`config.mk`:
```
export PLATFORM = sky130hd
export DESIGN_NAME = segx_point
export DESIGN_NICKNAME = d
export VERILOG_FILES = /design/src/rtl/segx_pkg.sv /design/src/rtl/segx_point.sv
export SDC_FILE = /design/constraint.sdc
export NUM_CORES = 1
export LEC_CHECK = 0
export ABC_AREA = 1
export BUFFER_PORTS_ARGS = -buffer_cell sky130_fd_sc_hd__buf_4
export CAP_MARGIN = 20
export CORE_MARGIN = 5
export CORE_UTILIZATION = 45
export CTS_CLUSTER_DIAMETER = 60
export DETAILED_ROUTE_END_ITERATION = 8
export GPL_ROUTABILITY_DRIVEN = 0
export PLACE_DENSITY = 0.74
export SLEW_MARGIN = 20
export SYNTH_ARGS = -nofsm -noshare
export SYNTH_HDL_FRONTEND = slang
export SYNTH_SLANG_ARGS = --single-unit
```
`constraint.sdc`:
```
create_clock -name clk -period 3.15 [get_ports clk]
set_clock_uncertainty 0.2 [all_clocks]
set_input_delay 0 -clock clk [delete_from_list [all_inputs] [get_ports clk]]
set_output_delay 0 -clock clk [all_outputs]
set_load 0.01 [all_outputs]
```
`src/rtl/segx_pkg.sv`:
```
// ----------------------------------------------------------------------------
// segx_pkg: shared types and constants for the segment intersection block
// Widths, status codes and the stage payload structs used by every module.
// ----------------------------------------------------------------------------
package segx_pkg;

	localparam int CW      = 16;            // coordinate width
	localparam int TF      = 16;            // fraction bits of t
	localparam int DW      = CW + 1;        // coordinate difference width
	localparam int PW      = 2 * DW + 1;    // cross product width
	localparam int QW      = TF + 1;        // quotient width
	localparam int MW      = DW + QW + 1;   // product width for the point

	typedef enum logic [1:0] {
		ST_BOX    = 2'd0,
		ST_PARA   = 2'd1,
		ST_RANGE  = 2'd2,
		ST_HIT    = 2'd3
	} status_t;

	// Payload leaving the cross-product front end.
	typedef struct packed {
		logic                 ok;      // still a candidate for a hit
		status_t              status;
		logic [PW-1:0]        num;     // normalized tTop
		logic [PW-1:0]        den;     // normalized bottom
		logic signed [CW-1:0] ax;
		logic signed [CW-1:0] ay;
		logic signed [DW-1:0] ex;      // bx - ax
		logic signed [DW-1:0] ey;      // by - ay
	} front_t;

	// Payload carried through the divider stages.
	typedef struct packed {
		logic                 ok;
		status_t              status;
		logic signed [CW-1:0] ax;
		logic signed [CW-1:0] ay;
		logic signed [DW-1:0] ex;
		logic signed [DW-1:0] ey;
	} side_t;

endpackage

```
`src/rtl/segx_point.sv`:
```
// ----------------------------------------------------------------------------
// segx_point: intersection point from t
// Multiplies the edge vector by t, then floors and adds the start point; a miss gets a zero point and t.
// ----------------------------------------------------------------------------
module segx_point import segx_pkg::*; (
	input  logic                 clk,
	input  logic                 arst_n,
	input  logic                 en,
	input  logic                 in_valid,
	input  side_t                in_side,
	input  logic [QW-1:0]        in_q,
	output logic                 out_valid,
	output logic                 hit,
	output status_t              status,
	output logic signed [CW-1:0] ix,
	output logic signed [CW-1:0] iy,
	output logic [QW-1:0]        t_offset
);
	logic                 v_s1, v_s2;
	side_t                sd_s1;
	logic [QW-1:0]        q_s1;
	logic signed [MW-1:0] px_s1, py_s1;
	logic                 h_s2;
	status_t              st_s2;
	logic signed [CW-1:0] ix_s2, iy_s2;
	logic [QW-1:0]        q_s2;

	always_ff @(posedge clk or negedge arst_n) begin
		if (!arst_n) begin
			v_s1 <= 1'b0;
			v_s2 <= 1'b0;
		end else if (en) begin
			v_s1 <= in_valid;
			v_s2 <= v_s1;
		end
	end

	always_ff @(posedge clk) begin
		if (en) begin
			sd_s1 <= in_side;
			q_s1  <= in_q;
			px_s1 <= MW'(in_side.ex) * $signed({1'b0, in_q});
			py_s1 <= MW'(in_side.ey) * $signed({1'b0, in_q});
		end
	end

	// An arithmetic shift right floors, matching the reference rounding.
	logic signed [MW-1:0] fx, fy;
	assign fx = px_s1 >>> TF;
	assign fy = py_s1 >>> TF;

	always_ff @(posedge clk) begin
		if (en) begin
			h_s2  <= sd_s1.ok;
			st_s2 <= sd_s1.status;
			ix_s2 <= sd_s1.ok ? CW'(sd_s1.ax + fx[CW-1:0]) : '0;
			iy_s2 <= sd_s1.ok ? CW'(sd_s1.ay + fy[CW-1:0]) : '0;
			q_s2  <= sd_s1.ok ? q_s1 : '0;
		end
	end

	assign out_valid = v_s2;
	assign hit       = h_s2;
	assign status    = st_s2;
	assign ix        = ix_s2;
	assign iy        = iy_s2;
	assign t_offset  = q_s2;
endmodule

```
==> run summary <==
Cell Area, Synth = 0.0262 sq mm
H-tree depth = 4
CP arrival = 4670 ps
most common cell after layout, fill and taps aside = inv_1
Inserted Clock Buffers = 17
critical path depth in cells = 19
Synthesized Nets = 4123
flop-to-flop setup slack = 700 ps
max-cap viol count = 0
reg2reg start = py_s1[16]$_DFFE_PP_
root buf cell = clkbuf_16
Post-DP Area = 0.0303 sq mm
critical path type = primary input to flop
commonest cells after routing, fill and taps aside = 912 x inv_1, 814 x nand2_1, 428 x fa_1
CP Launch Type = primary input
Std-Cell Rows = 88
die width = 251 microns
CORE AREA = 0.0577 sq mm
Synth top area share = 34.2%
Max-Slew Margin vs Limit = 43.6%
synth-to-layout area growth = 28.3%
Critical Path Source = in_q[9]
Die Height = 251 microns
CP most frequent cell = fa_1
layout cells sized above 1 = 22.8%
register area share after synthesis = 15.8%
Crit path max-delay family = adder cells
nets@finish = 4505
DR vias/cell = 4.97
remaining antenna violation count = 0
Hold Path Class = primary input to flop
later-pin clock latency in the skew report = 460 ps
final-report setup violation count = 32
CP required = 3140 ps
GRT Overall Usage = 22.5%
CTS Sinks = 138
CP max FO = 4
Fillers = 4814
1st-iter DRT viols = 1960
CP cell instances = buf_16 > buf_6 > nand2_1 > inv_1 > fa_1 > inv_1 > fa_2 > fa_1 > inv_2 > fa_1 > fa_1 > fa_1 > ha_4 > a21oi_4 > o21ai_4 > a21oi_4 > nand2_2 > buf_6 > xor2_2
register area = 0.00413 sq mm
total gr overflow = 0
Clock Pin Slew Worst Setup and Hold Paths = 70 ps
first-pass GRT wire length = 115000 microns
drt pass-1 iters = 6
port buffer count = 142
drt wl/cell = 16.1 microns
CP max stage delay = 600 ps
post-synth top area cell = fa_1
Synth Warn # = 0
initial antenna violation count = 0
vias in the first global route = 22700
Final Critical Period = 4680 ps
total number of vias = 22400
Remaining DRCs = 0
num ports = 143
Fmax = 0.214 GHz
area of the multi-input gates = 0.0195 sq mm
flops & latches, synth = 138
Setup WS post-layout = -1530 ps
worst r2r path cells = 13
TNS Setup = -45280 ps
critical path buffer and inverter count = 6
RSZ-0062 raised after global routing = true
pre-CTS WS = -2200 ps
CP endpoint = py_s1[16]$_DFFE_PP_
Slowest cell on crit path = fa_1
Finished Cell Area = 0.0337 sq mm
CTS tree = built
Slew Limit Fails = 0
Worst-Margin Slew = 847 ps
mean post-synth cell area = 7.85 sq um
clk buf depth = 2
overall die area = 0.0632 sq mm
Final Cycle Share = 148%
RR Endpoint = iy[8]$_SDFFCE_PN0P_
cells after synthesis = 3343
Starting Density = 45.5%
Fin. Hold Viols = 0
drt total wl = 72600 microns
Crit. End Element = flop
largest net degree at the start of global routing = 85
post-synth cell types = 36
Synth area leaders = fa_1 34%, edfxtp_1 16%, inv_1 14%
dpl hpwl = 54500 microns
outcome = complete, but fails checks
failing checks = setup timing
## sequential cells by signal, summed over array words and instances (netlist names)
| name | count |
|---|---|
| sd_s1 | 35 |
| t_offset | 17 |
| hit | 1 |
| ix | 16 |
| iy | 16 |
| v_s1 | 1 |
| out_valid | 1 |
| q_s1 | 17 |
| px_s1 | 16 |
| py_s1 | 16 |
| status | 2 |
## cells by family after synthesis
family / Yosys count / share of synthesized area (%)
adder cells (fa/ha/maj): 690 / 45.7
AO/OA/AOI/OAI: 198 / 4.05
XOR/XNOR: 17 / 0.567
flip-flops: 138 / 15.8
AND/OR/NAND/NOR: 1176 / 17.8
buffers and inverters: 1124 / 16.1
## worst register-to-register path, stage by stage, from the launching register on
cell and delay (ps):
edfxtp_1 370, ha_1 190, inv_1 60, fa_1 360, inv_1 90, nand3_1 70
nand2_1 150, nand2_1 70, nand2_1 130, inv_1 70, o21ai_0 260, nand2_1 90
nand2_1 60, nor2_1 40
## final cells by class
class                      instances  share of cell area [%]
multi-input combinational       2081                    57.9
sequential                       138                    12.3
antenna                            1                 0.00743
clock buffer                      17                    1.26
inverter                         987                    11.0
tap                              765                    2.84
clock inverter                    15                   0.532
timing repair buffer             500                    14.1
## worst min path at each step
stage	startpoint	cells past startpoint	to
after detailed placement	arst_n	1	v_s1$_DFFE_PN0P_
final	in_side[59]	2	sd_s1[59]$_DFFE_PP_
after global routing	in_side[67]	2	sd_s1[67]$_DFFE_PP_
after global placement	arst_n	1	v_s1$_DFFE_PN0P_
after floorplan	arst_n	0	out_valid$_DFFE_PN0P_
after CTS	in_side[42]	2	sd_s1[42]$_DFFE_PP_
## routing by layer
layer	vias up	GRT usage (%)	part of all wire (%)
met5	-	0	0
met4	0	4.96	2.3
met3	158	4.89	10
met2	964	36.2	46
met1	10800	31.6	41
li1	10400	-	-
## per-stage QoR
stage,util [%],hold slack [ps],std cells
final,58.3,65.8,4504
after global routing,58.3,65.9,4503
after CTS,57.0,43.1,4484
after detailed placement,52.6,-416,4370
after global placement,52.6,-417,4370
after floorplan,-,-496,3343
## repair_timing
item                                    4_1_cts  5_1_grt
buffers inserted                             18       14
hold buffers                                 56        0
gates cloned                                  8        5
gates resized for setup                     281      160
endpoints found under the hold margin       136        0
pin swaps                                   106       99
endpoints found under the setup margin       32       32
## synthesized netlist by cell type, drive strengths merged
master and number:
xor2 11, o21a 7, and2 4, nand2 930
nor3 10, a21oi 111, xnor2 6, nand3 78
clkinv 2, a31oi 1, a21o 3, or2 3
nor2 131, o21bai 13, nand3b 3, ha 242
o21ai 61, clkbuf 129, a21boi 2, nor4 4
edfxtp 136, buf 8, nor3b 1, nand4 12
dfrtp 2, inv 985, fa 448
Power is left out: the tool's default activity adds up to more than one toggle a clock period on the data nets, which glitch-free logic cannot reach.
