`config.mk`:
```
export PLATFORM = sky130hd
export DESIGN_NAME = segx_div
export DESIGN_NICKNAME = d
export VERILOG_FILES = /design/src/rtl/segx_pkg.sv /design/src/rtl/segx_div.sv
export SDC_FILE = /design/constraint.sdc
export NUM_CORES = 2
export LEC_CHECK = 0
export BUFFER_PORTS_ARGS = -buffer_cell sky130_fd_sc_hd__buf_2
export CAP_MARGIN = 10
export CORE_MARGIN = 1
export CORE_UTILIZATION = 42
export DETAILED_ROUTE_END_ITERATION = 8
export GPL_TIMING_DRIVEN = 0
export HOLD_SLACK_MARGIN = 0.05
export PLACE_DENSITY = 0.56
export SETUP_SLACK_MARGIN = 0.05
export SLEW_MARGIN = 25
export SYNTH_ARGS = -nofsm -noshare
export SYNTH_HDL_FRONTEND = slang
export SYNTH_SLANG_ARGS = --single-unit
```
`constraint.sdc`:
```
create_clock -name clk -period 5.4 [get_ports clk]
set_input_delay 0.54 -clock clk [delete_from_list [all_inputs] [get_ports clk]]
set_output_delay 0.54 -clock clk [all_outputs]
set_load 0.02 [all_outputs]
```
`src/rtl/segx_pkg.sv`:
```
// ----------------------------------------------------------------------------
// segx_pkg: shared types and constants for the segment intersection block
// Widths, status codes and the stage payload structs used by every module.
// ----------------------------------------------------------------------------
package segx_pkg;

	localparam int CW      = 16;            // coordinate width
	localparam int TF      = 16;            // fraction bits of t
	localparam int DW      = CW + 1;        // coordinate difference width
	localparam int PW      = 2 * DW + 1;    // cross product width
	localparam int QW      = TF + 1;        // quotient width
	localparam int MW      = DW + QW + 1;   // product width for the point

	typedef enum logic [1:0] {
		ST_BOX    = 2'd0,
		ST_PARA   = 2'd1,
		ST_RANGE  = 2'd2,
		ST_HIT    = 2'd3
	} status_t;

	// Payload leaving the cross-product front end.
	typedef struct packed {
		logic                 ok;      // still a candidate for a hit
		status_t              status;
		logic [PW-1:0]        num;     // normalized tTop
		logic [PW-1:0]        den;     // normalized bottom
		logic signed [CW-1:0] ax;
		logic signed [CW-1:0] ay;
		logic signed [DW-1:0] ex;      // bx - ax
		logic signed [DW-1:0] ey;      // by - ay
	} front_t;

	// Payload carried through the divider stages.
	typedef struct packed {
		logic                 ok;
		status_t              status;
		logic signed [CW-1:0] ax;
		logic signed [CW-1:0] ay;
		logic signed [DW-1:0] ex;
		logic signed [DW-1:0] ey;
	} side_t;

endpackage

```
`src/rtl/segx_div.sv`:
```
// ----------------------------------------------------------------------------
// segx_div: pipelined restoring divider
// One quotient bit per stage: t = floor(num * 2^TF / den) for num <= den.
// ----------------------------------------------------------------------------
module segx_div import segx_pkg::*; (
	input  logic          clk,
	input  logic          arst_n,
	input  logic          en,
	input  logic          in_valid,
	input  front_t        in_data,
	output logic          out_valid,
	output side_t         out_side,
	output logic [QW-1:0] out_q
);
	// Stage k holds the remainder after producing k+1 quotient bits.
	logic [QW-1:0]      v_s;
	logic [PW:0]        r_s  [QW];
	logic [PW-1:0]      d_s  [QW];
	logic [QW-1:0]      q_s  [QW];
	side_t              sd_s [QW];

	always_ff @(posedge clk or negedge arst_n) begin
		if (!arst_n) begin
			v_s <= '0;
		end else if (en) begin
			v_s <= {v_s[QW-2:0], in_valid};
		end
	end

	always_ff @(posedge clk) begin
		if (en) begin
			// First stage: integer bit, which is 1 when num >= den, so for num <= den only when they are equal.
			d_s[0]  <= in_data.den;
			sd_s[0] <= '{ok: in_data.ok, status: in_data.status, ax: in_data.ax,
				ay: in_data.ay, ex: in_data.ex, ey: in_data.ey};
			if (in_data.num >= in_data.den) begin
				r_s[0] <= (PW+1)'(in_data.num - in_data.den);
				q_s[0] <= QW'(1);
			end else begin
				r_s[0] <= (PW+1)'(in_data.num);
				q_s[0] <= '0;
			end
		end
	end

	for (genvar k = 1; k <= QW - 1; k++) begin : g_bit
		logic [PW:0] sh;
		assign sh = {r_s[k-1][PW-1:0], 1'b0};
		always_ff @(posedge clk) begin
			if (en) begin
				d_s[k]  <= d_s[k-1];
				sd_s[k] <= sd_s[k-1];
				if (sh >= (PW+1)'(d_s[k-1])) begin
					r_s[k] <= sh - (PW+1)'(d_s[k-1]);
					q_s[k] <= {q_s[k-1][QW-2:0], 1'b1};
				end else begin
					r_s[k] <= sh;
					q_s[k] <= {q_s[k-1][QW-2:0], 1'b0};
				end
			end
		end
	end

	assign out_valid = v_s[QW-1];
	assign out_side  = sd_s[QW-1];
	assign out_q     = q_s[QW-1];
endmodule

```
==> summary.md <==
- **overall die width** 518 um
- **clock latency at the later pin of the worst-skew pair** 0.89 ns
- **top fanout value on the critical path** 10
- **violations in the final reports** design-rule violations
- **post-synthesis average cell area** 13.7 um2
- **clock tree from TritonCTS** done
- **unrepaired setup endpoints after global routing** no
- **cell types occupying the most area after synthesis** edfxtp_1, ha_1, a21oi_1
- **commonest cells after routing, fill and taps aside** edfxtp_1, inv_1, a21oi_1
- **global-route wire length before repair** 366 mm
- **achievable clock frequency** 0.188 GHz
- **clock slew at reported path FFs** 0.06 ns
- **die height** 518 um
- **worst r2r path cells** 14
- **Placement Rows** 189
- **Peak supply drop** 0.257 mV
- **Setup violations, final** 0
- **type of element launching the critical path** flip-flop
- **Yosys reg bits** 2463
- **clock buffers created by TritonCTS** 283
- **Placement Cell Area** 0.118 mm2
- **required time reported for the critical path endpoint** 5.97 ns
- **number of enable-type register cells in the synthesized netlist** 2445
- **via count of the first global-routing pass** 67400
- **transition at the pin with the smallest max-transition slack** 1.18 ns
- **filler-free cell count of the finished design** 12600
- **final HPWL from detailed placement** 178 mm
- **total global-route track usage** 0.174
- **cell with the largest stage delay on the worst path** clkbuf_1
- **share of cells above drive strength 1** 0.121
- **final critical-path share of the clock period** 0.988
- **DRC** 8
- **ports placed on the boundary** 230
- **synth unique cells** 106
- **RD Place Congestion** 0.970
- **sequential area share after synthesis** 0.660
- **antenna viol nets, final** 0
- **summed instance area of the synthesized netlist** 0.112 mm2
- **CTS Buffer Depth** 4
- **Cell Pwr Density** 538 mW/mm2
- **Die Footprint** 0.269 mm2
- **class of the tightest hold or removal check** input pin to async pin
- **Post-Synthesis Net Count** 8928
- **startpoint of the worst register-to-register path** r_s[2][23]
- **area fraction of the dominant cell type after synthesis** 0.656
- **Setup crit start** r_s[2][23]
- **leading area contributor after synthesis** edfxtp_1
- **longest individual stage delay on the worst path** 0.78 ns
- **number of clock sinks** 2463
- **filler instances** 22800
- **number of antenna violations at the first check in global routing** 5
- **pin count of the biggest net entering global routing** 144
- **Core Area** 0.265 mm2
- **count of placed standard cells including taps** 12000
- **static leakage** 50.1 nW
- **result of the run** finished, violations left
- **Congestion Overflow GR** 0
- **most used flip-flop cell after synthesis** edfxtp_1
- **number of standard cells after synthesis** 8175
- **total routed wirelength** 238 mm
- **growth of design area from synthesis to finish** 15.0%
- **register-to-register path setup slack** 0.07 ns
- **routed via count** 63900
- **relative slew slack** 0.193
- **post-layout minimum cycle time** 5.33 ns
- **starting utilization of the core area** 0.422
- **max-capacitance violation count** 0
- **routed length per instance** 18.9 um
- **Final Slew Violations** 0
- **share of synthesized registers carrying an async set or reset** 0.00690
- **Setup Buffers After CTS** 0
- **1st-pass router iterations** 9
- **commonest non-fill, non-tap cell in the layout** edfxtp_1
- **count of input and output buffers** 229
- **number of warnings printed during yosys synthesis** 0
- **cell-by-cell trace of the critical path** ha_1 -> clkbuf_1 -> nand4_1 -> or2_2 -> nor3_1 -> nand4_1 -> o31ai_1 -> a21o_1 -> a21oi_1 -> o21ai_1 -> a2111o_1 -> buf_6 -> clkbuf_1 -> a21oi_1
- **cell area after layout** 0.129 mm2
- **capturing point of the worst reg2reg path** r_s[3][4]
- **arrival time of the worst setup path** 5.90 ns
- **count of endpoints failing hold in the final timing report** 0
- **H-tree level count** 5
- **power consumption** 69.3 mW
- **first-iteration detailed-routing DRC count** 3297
- **buffer type at the clock tree root** clkbuf_16
- **Worst Skew** 0.0357 ns
- **critical path start-end classification** flip-flop to flip-flop
- **vias per cell** 5.07
- **critical path endpoint category** flip-flop
- **final-stage net count** 9616
-- how the worst max path moves through the flow --
stage / slack [ns] / to / depth (start not counted)
after CTS: 0.06 / r_s[3][4] / 14
after detailed placement: -0.24 / r_s[1][29] / 14
after global placement: -28.64 / r_s[4][31] / 11
after floorplan: 1.68 / r_s[3][14] / 13
after global routing: 0.12 / r_s[3][6] / 14
final: 0.07 / r_s[3][4] / 14
-- per-layer routing --
layer | wire (um) | GRT usage
met1 | 86700 | 0.172
met2 | 126000 | 0.332
met3 | 7330 | 0.0250
met4 | 17700 | 0.121
met5 | 0 | 0
-- state kept, by name (all words and copies together) (netlist names) --
name,flops
d_s,560
sd_s,1173
r_s,560
v_s,17
q_s,153
-- power by group --
group	total (mW)	internal [mW]	switching, mW
Sequential	27.2	25.6	1.57
Clock	18.4	10.8	7.55
Combinational	23.8	10.3	13.6
Total	69.3	46.6	22.7
-- cell families (layout without fill, tap and decap cells) --
logic type	after synthesis	in the layout	share of synthesized area
muxes	265	265	0.0277
AOI/OAI and AO/OA	1846	1846	0.103
adders and majority gates	610	610	0.0692
and+or+nand+nor	1506	1506	0.0640
other	0	3	0
xor gates and xnor gates	495	495	0.0387
DFF	2463	2463	0.660
buffers and inverters	990	1891	0.0371
-- critical path: cells and delay by family, from the launching register on --
kind                     cells  cell delay [ns]
adder cells (fa/ha/maj)      1             0.29
AND/OR/NAND/NOR              4             1.91
buffers and inverters        3             1.34
AO/OA/AOI/OAI                6             1.08
flip-flops                   1             0.41
-- cell usage after synthesis (all sizes together) (88+ instances only) --
master / n
edfxtp: 2445
inv: 722
a21oi: 619
ha: 594
nand2: 463
o21ai: 416
nor2: 398
xnor2: 312
a21o: 303
mux2: 261
xor2: 183
clkbuf: 136
buf: 130
nand4: 104
nand3: 99
o21bai: 91
nor3: 88
-- cell type report --
class / count / area (um2) / area share
flip-flops and latches: 2463 / 73900 / 0.574
plain buffers: 268 / 1510 / 0.0117
clock buffers: 352 / 7530 / 0.0585
well taps: 3533 / 4420 / 0.0343
clock inverters: 146 / 1410 / 0.0109
multi-input cells: 4722 / 34000 / 0.264
diodes: 3 / 7.51 / 0.0000583
inverters: 722 / 2710 / 0.0210
repair buffers: 403 / 3330 / 0.0258
-- per-stage QoR --
step	utilization	TNS, ns	hold slack [ns]	worst slack (ns)
after global routing	0.486	0	0.213	0.118
after detailed placement	0.447	-4.20	0.405	-0.237
after global placement	0.443	-	0.400	-28.64
after floorplan	-	0	0.244	1.68
after CTS	0.486	0	0.147	0.0609
final	0.486	0	0.215	0.0671
-- what timing repair did --
| action | in CTS | in global routing |
|---|---|---|
| endpoints found under the setup margin | 31 | 19 |
| gates resized for setup | 5 | 9 |
| endpoints found under the hold margin | 200 | 0 |
| hold buffers | 142 | 0 |
Note: power is estimated with default switching activity, not from simulation.
